<file path="src/rtl/core/sclru_pkg.sv">
// Shared types and constants of the sector cache LRU tag directory.
// Used by every module under rtl/core but sclru_ram; depends on nothing.
`default_nettype none

package sclru_pkg;

  localparam int DRIVE_W = 8;
  localparam int STAMP_W = 32;
  localparam int CODE_W  = 3;
  localparam int SLOT_W  = 3;
  localparam int COUNT_W = 8;
  localparam int REQ_SECTOR_W = 32;

  // request kinds
  localparam logic OP_READ  = 1'b0;
  localparam logic OP_WRITE = 1'b1;

  // the two drives that may be cached
  localparam logic [DRIVE_W-1:0] DRV_FIRST  = 8'd0;
  localparam logic [DRIVE_W-1:0] DRV_SECOND = 8'd1;

  // result codes
  localparam logic [CODE_W-1:0] RC_HIT    = 3'd0;
  localparam logic [CODE_W-1:0] RC_READ   = 3'd1;
  localparam logic [CODE_W-1:0] RC_XFER   = 3'd2;
  localparam logic [CODE_W-1:0] RC_DEVERR = 3'd3;
  localparam logic [CODE_W-1:0] RC_BADDRV = 3'd4;

  localparam logic [COUNT_W-1:0] COUNT_ONE = 8'd1;

  typedef enum logic [1:0] {
    ST_IDLE,
    ST_SCAN,
    ST_COMMIT
  } state_t;

  // controller to datapath
  typedef struct packed {
    logic load;
    logic scan;
    logic commit;
  } cmd_t;

  // datapath to controller
  typedef struct packed {
    logic need_scan;
    logic scan_done;
  } sts_t;

endpackage

`default_nettype wire

</file>
<file path="src/rtl/core/sector_cache_lru_directory.sv">
// Top level of the sector cache LRU tag directory: controller plus datapath.
// Uses sclru_pkg, sclru_ctrl, sclru_datapath (which holds sclru_ram).
//
//   channel  ports                                          beat
//   in       in_valid/in_ready, op drive sector count ok    one request
//   out      out_valid/out_ready, result_code slot filled   one result
//
// A request that scans passes through accept in ST_IDLE, tag RAM reads in
// ST_SCAN (one read per entry behind the registered RAM port) and commit in
// ST_COMMIT. A read on a bad drive skips the scan and goes to commit.
// Reset clears the valid bits and the stamp counter at once; no clearing pass.
// A result waiting on out_ready holds the commit, and in_ready stays low
// until the commit is done.
`default_nettype none

module sector_cache_lru_directory #(
  parameter int ENTRIES     = 8,
  parameter int SECTOR_BITS = 32
) (
  input  wire logic                               clk,
  input  wire logic                               rst_n,
  input  wire logic                               in_valid,
  output logic                                    in_ready,
  input  wire logic                               in_op,
  input  wire logic [sclru_pkg::DRIVE_W-1:0]      in_drive,
  input  wire logic [sclru_pkg::REQ_SECTOR_W-1:0] in_sector,
  input  wire logic [sclru_pkg::COUNT_W-1:0]      in_count,
  input  wire logic                               in_device_ok,
  output logic                                    out_valid,
  input  wire logic                               out_ready,
  output logic      [sclru_pkg::CODE_W-1:0]       out_result_code,
  output logic      [sclru_pkg::SLOT_W-1:0]       out_slot,
  output logic                                    out_filled
);

  sclru_pkg::cmd_t cmd;
  sclru_pkg::sts_t sts;

  sclru_ctrl u_ctrl (
    .clk       (clk),
    .rst_n     (rst_n),
    .in_valid  (in_valid),
    .in_ready  (in_ready),
    .out_valid (out_valid),
    .out_ready (out_ready),
    .sts       (sts),
    .cmd       (cmd)
  );

  sclru_datapath #(
    .ENTRIES     (ENTRIES),
    .SECTOR_BITS (SECTOR_BITS)
  ) u_datapath (
    .clk             (clk),
    .rst_n           (rst_n),
    .cmd             (cmd),
    .sts             (sts),
    .in_op           (in_op),
    .in_drive        (in_drive),
    .in_sector       (in_sector),
    .in_count        (in_count),
    .in_device_ok    (in_device_ok),
    .out_result_code (out_result_code),
    .out_slot        (out_slot),
    .out_filled      (out_filled)
  );

  // after an accept, in_ready is low in the next cycle
  a_busy_after_accept: assert property (@(posedge clk) disable iff (!rst_n)
    (in_valid && in_ready) |=> !in_ready)
    else $error("in_ready high right after an accepted beat");

  // a commit always presents a result
  a_commit_shows_result: assert property (@(posedge clk) disable iff (!rst_n)
    cmd.commit |=> out_valid)
    else $error("commit without out_valid");

  // only a device read can fill
  a_fill_only_on_read: assert property (@(posedge clk) disable iff (!rst_n)
    (out_valid && out_filled) |-> (out_result_code == sclru_pkg::RC_READ))
    else $error("filled set on a result other than a device read");

  // transfers, errors and bad drives report slot zero
  a_slot_zero: assert property (@(posedge clk) disable iff (!rst_n)
    (out_valid && (out_result_code != sclru_pkg::RC_HIT) &&
     (out_result_code != sclru_pkg::RC_READ)) |-> (out_slot == '0) && !out_filled)
    else $error("nonzero slot on a result without a cache slot");

endmodule

`default_nettype wire

</file>
<file path="src/rtl/core/sclru_ram.sv">
// Generic single write port, single read port RAM with registered read.
// Holds the per-slot tag words; depends on nothing.
`default_nettype none

module sclru_ram #(
  parameter int WIDTH = 8,
  parameter int DEPTH = 8,
  parameter int AW    = (DEPTH > 1) ? $clog2(DEPTH) : 1
) (
  input  wire logic             clk,
  input  wire logic             we,
  input  wire logic [AW-1:0]    waddr,
  input  wire logic [WIDTH-1:0] wdata,
  input  wire logic             re,
  input  wire logic [AW-1:0]    raddr,
  output logic      [WIDTH-1:0] rdata
);

  logic [WIDTH-1:0] mem_r [DEPTH];

  // write port
  always_ff @(posedge clk) begin
    if (we) begin
      mem_r[waddr] <= wdata;
    end
  end

  // registered read port
  always_ff @(posedge clk) begin
    if (re) begin
      rdata <= mem_r[raddr];
    end
  end

endmodule

`default_nettype wire

</file>
<file path="src/rtl/core/sclru_datapath.sv">
// Datapath of the sector cache directory: request registers, tag RAM, valid
// bits, scan trackers, stamp counter and result registers. Uses sclru_pkg, sclru_ram.
`default_nettype none

module sclru_datapath #(
  parameter int ENTRIES     = 8,
  parameter int SECTOR_BITS = 32
) (
  input  wire logic                                  clk,
  input  wire logic                                  rst_n,
  input  wire sclru_pkg::cmd_t                       cmd,
  output sclru_pkg::sts_t                            sts,
  input  wire logic                                  in_op,
  input  wire logic [sclru_pkg::DRIVE_W-1:0]         in_drive,
  input  wire logic [sclru_pkg::REQ_SECTOR_W-1:0]    in_sector,
  input  wire logic [sclru_pkg::COUNT_W-1:0]         in_count,
  input  wire logic                                  in_device_ok,
  output logic      [sclru_pkg::CODE_W-1:0]          out_result_code,
  output logic      [sclru_pkg::SLOT_W-1:0]          out_slot,
  output logic                                       out_filled
);

  localparam int IDX_W  = (ENTRIES > 1) ? $clog2(ENTRIES) : 1;
  localparam int WORD_W = sclru_pkg::DRIVE_W + SECTOR_BITS + sclru_pkg::STAMP_W;
  localparam logic [IDX_W-1:0] LAST_IDX = IDX_W'(ENTRIES - 1);

  // request registers
  logic [sclru_pkg::DRIVE_W-1:0] req_drive_r;
  logic [SECTOR_BITS-1:0]        req_sec_r, req_top_r;
  logic                          req_ok_r, req_good_r, lookup_r, drop_r;

  // scan pipeline and trackers
  logic             rd_busy_r, cmp_vld_r;
  logic [IDX_W-1:0] rd_idx_r, cmp_idx_r;
  logic             hit_r, vic_inv_r, vic_found_r;
  logic [IDX_W-1:0] hit_idx_r, vic_idx_r;
  logic [sclru_pkg::STAMP_W-1:0] best_r, count_r;
  logic [ENTRIES-1:0] valid_r, valid_nxt;

  // tag RAM access
  logic                 ram_we, ram_re;
  logic [IDX_W-1:0]     ram_waddr;
  logic [WORD_W-1:0]    ram_wdata, ram_rdata;
  logic [sclru_pkg::STAMP_W-1:0] rd_stamp, stamp_nxt;
  logic [SECTOR_BITS-1:0]        rd_sector, in_sec;
  logic [sclru_pkg::DRIVE_W-1:0] rd_drive;
  logic                          in_good, in_lookup, in_drop;
  logic                          ent_valid, tag_match, in_range, do_fill;

  sclru_ram #(
    .WIDTH (WORD_W),
    .DEPTH (ENTRIES),
    .AW    (IDX_W)
  ) u_tag_ram (
    .clk   (clk),
    .we    (ram_we),
    .waddr (ram_waddr),
    .wdata (ram_wdata),
    .re    (ram_re),
    .raddr (rd_idx_r),
    .rdata (ram_rdata)
  );

  // request decode
  always_comb begin
    in_good   = in_drive inside {sclru_pkg::DRV_FIRST, sclru_pkg::DRV_SECOND};
    in_sec    = SECTOR_BITS'(in_sector);
    in_lookup = (in_op == sclru_pkg::OP_READ) && in_good &&
                (in_count == sclru_pkg::COUNT_ONE);
    in_drop   = (in_op == sclru_pkg::OP_WRITE) ||
                (in_good && (in_count != sclru_pkg::COUNT_ONE));
    sts.need_scan = in_lookup || in_drop;
    sts.scan_done = cmp_vld_r && (cmp_idx_r == LAST_IDX);
  end

  // tag word fields and entry compare
  always_comb begin
    rd_stamp  = ram_rdata[sclru_pkg::STAMP_W-1:0];
    rd_sector = ram_rdata[sclru_pkg::STAMP_W +: SECTOR_BITS];
    rd_drive  = ram_rdata[sclru_pkg::STAMP_W + SECTOR_BITS +: sclru_pkg::DRIVE_W];
    ent_valid = valid_r[cmp_idx_r];
    tag_match = ent_valid && (rd_drive == req_drive_r);
    in_range  = (rd_sector >= req_sec_r) && (rd_sector < req_top_r);
    stamp_nxt = count_r + 32'd1;
  end

  // commit: refresh on hit, fill on good miss
  always_comb begin
    do_fill   = lookup_r && !hit_r && req_ok_r && vic_found_r;
    ram_we    = cmd.commit && lookup_r && (hit_r || do_fill);
    ram_waddr = hit_r ? hit_idx_r : vic_idx_r;
    ram_wdata = {req_drive_r, req_sec_r, stamp_nxt};
    ram_re    = cmd.scan && rd_busy_r;
  end

  // valid bits: drop during scan, set on fill
  always_comb begin
    valid_nxt = valid_r;
    if (cmp_vld_r && drop_r && tag_match && in_range) begin
      valid_nxt[cmp_idx_r] = 1'b0;
    end
    if (cmd.commit && do_fill) begin
      valid_nxt[vic_idx_r] = 1'b1;
    end
  end

  always_ff @(posedge clk) begin
    if (!rst_n) begin
      valid_r   <= '0;
      count_r   <= '0;
      rd_busy_r <= 1'b0;
      cmp_vld_r <= 1'b0;
    end else begin
      valid_r   <= valid_nxt;
      cmp_vld_r <= ram_re;
      if (ram_we) begin
        count_r <= stamp_nxt;
      end
      if (cmd.load) begin
        rd_busy_r <= sts.need_scan;
      end else if (ram_re && (rd_idx_r == LAST_IDX)) begin
        rd_busy_r <= 1'b0;
      end
    end
  end

  // request capture, read index and scan trackers
  always_ff @(posedge clk) begin
    if (cmd.load) begin
      req_drive_r <= in_drive;
      req_sec_r   <= in_sec;
      req_top_r   <= SECTOR_BITS'({1'b0, in_sec} + (SECTOR_BITS + 1)'(in_count));
      req_ok_r    <= in_device_ok;
      req_good_r  <= in_good;
      lookup_r    <= in_lookup;
      drop_r      <= in_drop;
      rd_idx_r    <= '0;
      hit_r       <= 1'b0;
      hit_idx_r   <= '0;
      vic_inv_r   <= 1'b0;
      vic_found_r <= 1'b0;
      vic_idx_r   <= '0;
      best_r      <= '1;
    end else begin
      if (ram_re) begin
        cmp_idx_r <= rd_idx_r;
        if (rd_idx_r != LAST_IDX) begin
          rd_idx_r <= rd_idx_r + IDX_W'(1);
        end
      end
      if (cmp_vld_r) begin
        // first hit wins
        if (!hit_r && tag_match && (rd_sector == req_sec_r)) begin
          hit_r     <= 1'b1;
          hit_idx_r <= cmp_idx_r;
        end
        // first invalid slot, else strictly smallest stamp
        if (!vic_inv_r) begin
          if (!ent_valid) begin
            vic_inv_r   <= 1'b1;
            vic_found_r <= 1'b1;
            vic_idx_r   <= cmp_idx_r;
          end else if (rd_stamp < best_r) begin
            vic_found_r <= 1'b1;
            vic_idx_r   <= cmp_idx_r;
            best_r      <= rd_stamp;
          end
        end
      end
    end
  end

  // result register
  always_ff @(posedge clk) begin
    if (cmd.commit) begin
      out_slot   <= '0;
      out_filled <= 1'b0;
      if (!req_good_r) begin
        out_result_code <= sclru_pkg::RC_BADDRV;
      end else if (lookup_r) begin
        if (hit_r) begin
          out_result_code <= sclru_pkg::RC_HIT;
          out_slot        <= sclru_pkg::SLOT_W'(hit_idx_r);
        end else if (!req_ok_r) begin
          out_result_code <= sclru_pkg::RC_DEVERR;
        end else begin
          out_result_code <= sclru_pkg::RC_READ;
          if (vic_found_r) begin
            out_slot   <= sclru_pkg::SLOT_W'(vic_idx_r);
            out_filled <= 1'b1;
          end
        end
      end else begin
        out_result_code <= req_ok_r ? sclru_pkg::RC_XFER : sclru_pkg::RC_DEVERR;
      end
    end
  end

endmodule

`default_nettype wire

</file>
<file path="src/rtl/core/sclru_ctrl.sv">
// Controller of the sector cache directory: idle, scan and commit sequencing
// and the output valid flag. Uses sclru_pkg.
`default_nettype none

module sclru_ctrl (
  input  wire logic            clk,
  input  wire logic            rst_n,
  input  wire logic            in_valid,
  output logic                 in_ready,
  output logic                 out_valid,
  input  wire logic            out_ready,
  input  wire sclru_pkg::sts_t sts,
  output sclru_pkg::cmd_t      cmd
);

  sclru_pkg::state_t state_r, state_nxt;
  logic out_valid_r, out_valid_nxt;

  // state and output flag registers
  always_ff @(posedge clk) begin
    if (!rst_n) begin
      state_r     <= sclru_pkg::ST_IDLE;
      out_valid_r <= 1'b0;
    end else begin
      state_r     <= state_nxt;
      out_valid_r <= out_valid_nxt;
    end
  end

  // next state and commands
  always_comb begin
    state_nxt  = state_r;
    cmd.load   = 1'b0;
    cmd.scan   = 1'b0;
    cmd.commit = 1'b0;
    in_ready   = 1'b0;
    case (state_r)
      sclru_pkg::ST_IDLE: begin
        in_ready = 1'b1;
        if (in_valid) begin
          cmd.load  = 1'b1;
          state_nxt = sts.need_scan ? sclru_pkg::ST_SCAN : sclru_pkg::ST_COMMIT;
        end
      end
      sclru_pkg::ST_SCAN: begin
        cmd.scan = 1'b1;
        if (sts.scan_done) begin
          state_nxt = sclru_pkg::ST_COMMIT;
        end
      end
      sclru_pkg::ST_COMMIT: begin
        // wait for the output register to free up
        if (!out_valid_r || out_ready) begin
          cmd.commit = 1'b1;
          state_nxt  = sclru_pkg::ST_IDLE;
        end
      end
      default: begin
        state_nxt = sclru_pkg::ST_IDLE;
      end
    endcase
    if (cmd.commit) begin
      out_valid_nxt = 1'b1;
    end else if (out_ready) begin
      out_valid_nxt = 1'b0;
    end else begin
      out_valid_nxt = out_valid_r;
    end
  end

  assign out_valid = out_valid_r;

endmodule

`default_nettype wire
</file>
<file path="config.mk">
export PLATFORM = sky130hd
export DESIGN_NAME = sector_cache_lru_directory
export DESIGN_NICKNAME = d
export VERILOG_FILES = /design/src/rtl/core/sclru_pkg.sv /design/src/rtl/core/sector_cache_lru_directory.sv /design/src/rtl/core/sclru_ram.sv /design/src/rtl/core/sclru_datapath.sv /design/src/rtl/core/sclru_ctrl.sv
export SDC_FILE = /design/constraint.sdc
export NUM_CORES = 1
export LEC_CHECK = 0
export ABC_CLOCK_PERIOD_IN_PS = 13500
export BUFFER_PORTS_ARGS = -buffer_cell sky130_fd_sc_hd__buf_2
export CORE_UTILIZATION = 30
export CTS_CLUSTER_DIAMETER = 100
export DETAILED_ROUTE_END_ITERATION = 16
export PLACE_DENSITY = 0.54
export SLEW_MARGIN = 20
export SYNTH_ARGS = -nofsm -noshare
export SYNTH_HDL_FRONTEND = slang
export SYNTH_SLANG_ARGS = --single-unit
</file>
<file path="constraint.sdc">
create_clock -name clk -period 13.5 [get_ports clk]
set_input_delay 1.35 -clock clk [delete_from_list [all_inputs] [get_ports clk]]
set_output_delay 1.35 -clock clk [all_outputs]
set_load 0.05 [all_outputs]
</file>
==> results_dict.tcl <==
set metrics [dict create \
    rows 123 \
    cp-start-kind "input pin" \
    drt-vias-per-instance 4.82 \
    layout_common_cells "edfxtp_1, mux4_2, inv_1, ha_1, clkbuf_16" \
    synthesis.area_um2 34000 \
    wire_per_inst_um 20.5 \
    die_w_um 339 \
    cts_buffer_depth 3 \
    ios 63 \
    seqPwrFrac 0.536 \
    cp-end-kind "flip-flop" \
    routed_wl_um 74900 \
    coreArea_um2 112000 \
    numPlacedInstances 3499 \
    die_y_um 339 \
    synthArstFlopShare 0 \
    crit_type "in2reg" \
    layout_commonest_cell "edfxtp_1" \
    syn2layout_area_growth_pct 14.4 \
    p_sw_mw 1.09 \
    skew_ns 0.0179 \
    timing.hold.ws_ns 0.484 \
    worst_ep_required_time_ns 13.74 \
    grt_use_total 0.130 \
    synth-warning-count 0 \
    p_int_mw 4.17 \
    p_leak_nw 13.1 \
    hold_violations 0 \
    num_vias 17636 \
    cts_buffers 87 \
    hp-class "reg2reg" \
    setup_viol 0 \
    cts_resized 0 \
    drv_cap 0 \
    fin_crit_sh 0.379 \
    crit_arrival_ns 5.36 \
    cts.sinks 823 \
    nets 2248 \
    grt_max_degree 66 \
    synth.distinct_cells 57 \
    grt-ovfl-total 0 \
    fin_util 0.346 \
    antenna_found_initial 5 \
    ys_ff_latch 823 \
    start_util 0.303 \
    ir_drop_mv 0.0990 \
    post_cts_buffers 0 \
    pwr-share-comb 0.029 \
    ctsHoldBuffers 0 \
    cts_tree "done" \
    portBuffers 62 \
    syn-mean-instance-area_um2 17.1 \
    slew_headroom 0.251 \
    drt-initial-drc-count 1058 \
    h-tree-depth 3 \
    p_per_area_nw_per_um2 135 \
    synth_ff_type "edfxtp_1" \
    drive_above_1_share 0.215 \
    yosysSeqAreaShare 0.700 \
    min_period_ns 5.12 \
    grt_pass1_wl_um 114000 \
    clk_latency_ns 0.63 \
    syn_inst 1989 \
    slew_violations 0 \
    clockPowerShare 0.435 \
    hpwl_um 46100 \
    dieArea_um2 115000 \
    ant_nets 0 \
    worstPathMaxFanout 45 \
    grt_pass1_vias 18570 \
    tns_ns 0 \
    synth-edff-count 734 \
    status "complete, no violations" \
    timing.fmax_mhz 195 \
    cts.reportedPaths.clkPinSlew_ns 0.06 \
    rsz0062_at_grt "false" \
    synth_nets 2149 \
    routabilityCongestion 0.779 \
    remaining_drc_errors 0 \
    worst_pin_slew_ns 1.11 \
    swShare 0.207 \
    cts-root-buf "clkbuf_16" \
    dr.pass1.iters 6 \
    fin_cells 3656 \
]
-- cells by family after synthesis --
logic type               share of synthesized area
buffers and inverters                       0.0225
multiplexers                                 0.123
AND/OR/NAND/NOR                             0.0570
flip-flops                                   0.700
XOR/XNOR                                    0.0232
AO/OA/AOI/OAI                               0.0351
adder cells (fa/ha/maj)                     0.0392
-- final timing paths --
check / start / to / slack, ns / cells after the start
worst max-delay path: out_ready / u_datapath.u_tag_ram.mem_r[3][5] / 8.38 / 7
worst min-delay path: u_datapath.vic_inv_r / u_datapath.vic_inv_r / 0.48 / 2
worst min register to register: u_datapath.vic_inv_r / u_datapath.vic_inv_r / 0.48 / 2
worst max register to register: u_ctrl.state_r[0] / u_datapath.u_tag_ram.mem_r[3][5] / 8.88 / 6
-- through the flow --
| step | setup WS, ns | power [mW] | area [µm²] |
|---|---|---|---|
| 2_1_floorplan | 7.11 | 2.96 | 34000 |
| 3_3_place_gp | 7.76 | 3.02 | 36200 |
| 3_5_place_dp | 7.63 | 3.03 | 36200 |
| 4_1_cts | 8.31 | 5.31 | 38900 |
| 5_1_grt | 8.14 | 5.42 | 38900 |
| 6_report | 8.38 | 5.26 | 38900 |
-- power by group through the flow --
stage               Combinational [mW]  Sequential (mW)  Clock [mW]
finish                           0.151             2.82        2.29
global route                     0.167             2.82        2.43
CTS                              0.154             2.82        2.34
detailed placement               0.153             2.87           0
global placement                 0.148             2.87           0
floorplan                        0.103             2.86           0
-- Yosys cell counts, types with 5 or more instances --
master / n / area [µm²]
and4_1: 6 / 52.6
nor2_1: 53 / 199
a211oi_1: 11 / 82.6
buf_1: 10 / 37.5
o21ai_0: 37 / 185
ha_1: 105 / 1310
nand2b_1: 11 / 68.8
buf_2: 9 / 45.0
nand3_1: 33 / 165
inv_1: 116 / 435
a31oi_1: 8 / 50.1
nor4_1: 10 / 62.6
xnor2_1: 51 / 447
a21o_1: 8 / 60.1
nor2b_1: 9 / 56.3
xor2_1: 39 / 342
edfxtp_1: 734 / 22000
and2_1: 31 / 194
clkbuf_1: 58 / 218
mux4_2: 144 / 3240
o211ai_1: 34 / 255
dfxtp_1: 89 / 1780
a21oi_1: 45 / 225
nor3_1: 24 / 120
a21boi_0: 14 / 105
and3_1: 14 / 87.6
mux2_2: 73 / 822
mux2i_1: 13 / 130
nand2_1: 71 / 267
o21a_1: 5 / 37.5
or3_1: 9 / 56.3
nand4_1: 69 / 432
-- final cells by class --
type	instances	area, µm²
Fill cell	10559	73600
Inverter	116	438
Timing Repair Buffer	90	520
Sequential cell	823	23800
Multi-Input combinational cell	970	9540
Clock buffer	110	2320
Clock inverter	46	397
Tap cell	1500	1880
Antenna cell	1	2.50
-- critical path: stages --
cell      delay, ns
buf_2          0.08
nand2b_1       0.17
nor2b_1        0.89
and2_1         0.70
nand2b_1       0.40
nor2_4         0.95
buf_4          0.78
-- sequential cells by signal (all words and copies together), names as in the netlist, 8 cells and up --
name	cells
u_datapath.count_r	32
u_datapath.req_top_r	32
u_datapath.req_drive_r	8
u_datapath.u_tag_ram.rdata	72
u_datapath.u_tag_ram.mem_r	576
u_datapath.req_sec_r	32
u_datapath.valid_r	8
u_datapath.best_r	32
-- metal layers --
layer  wire [µm]  vias up  global-route usage  part of all wire
li1            -     8022                   -                 -
met1       32800     9077               0.169              0.44
met2       36400      397               0.219              0.49
met3        3570      136              0.0263             0.048
met4        2130        4              0.0389             0.028
met5          33        -                   0           0.00044
Note: power is estimated with default switching activity, not from simulation.
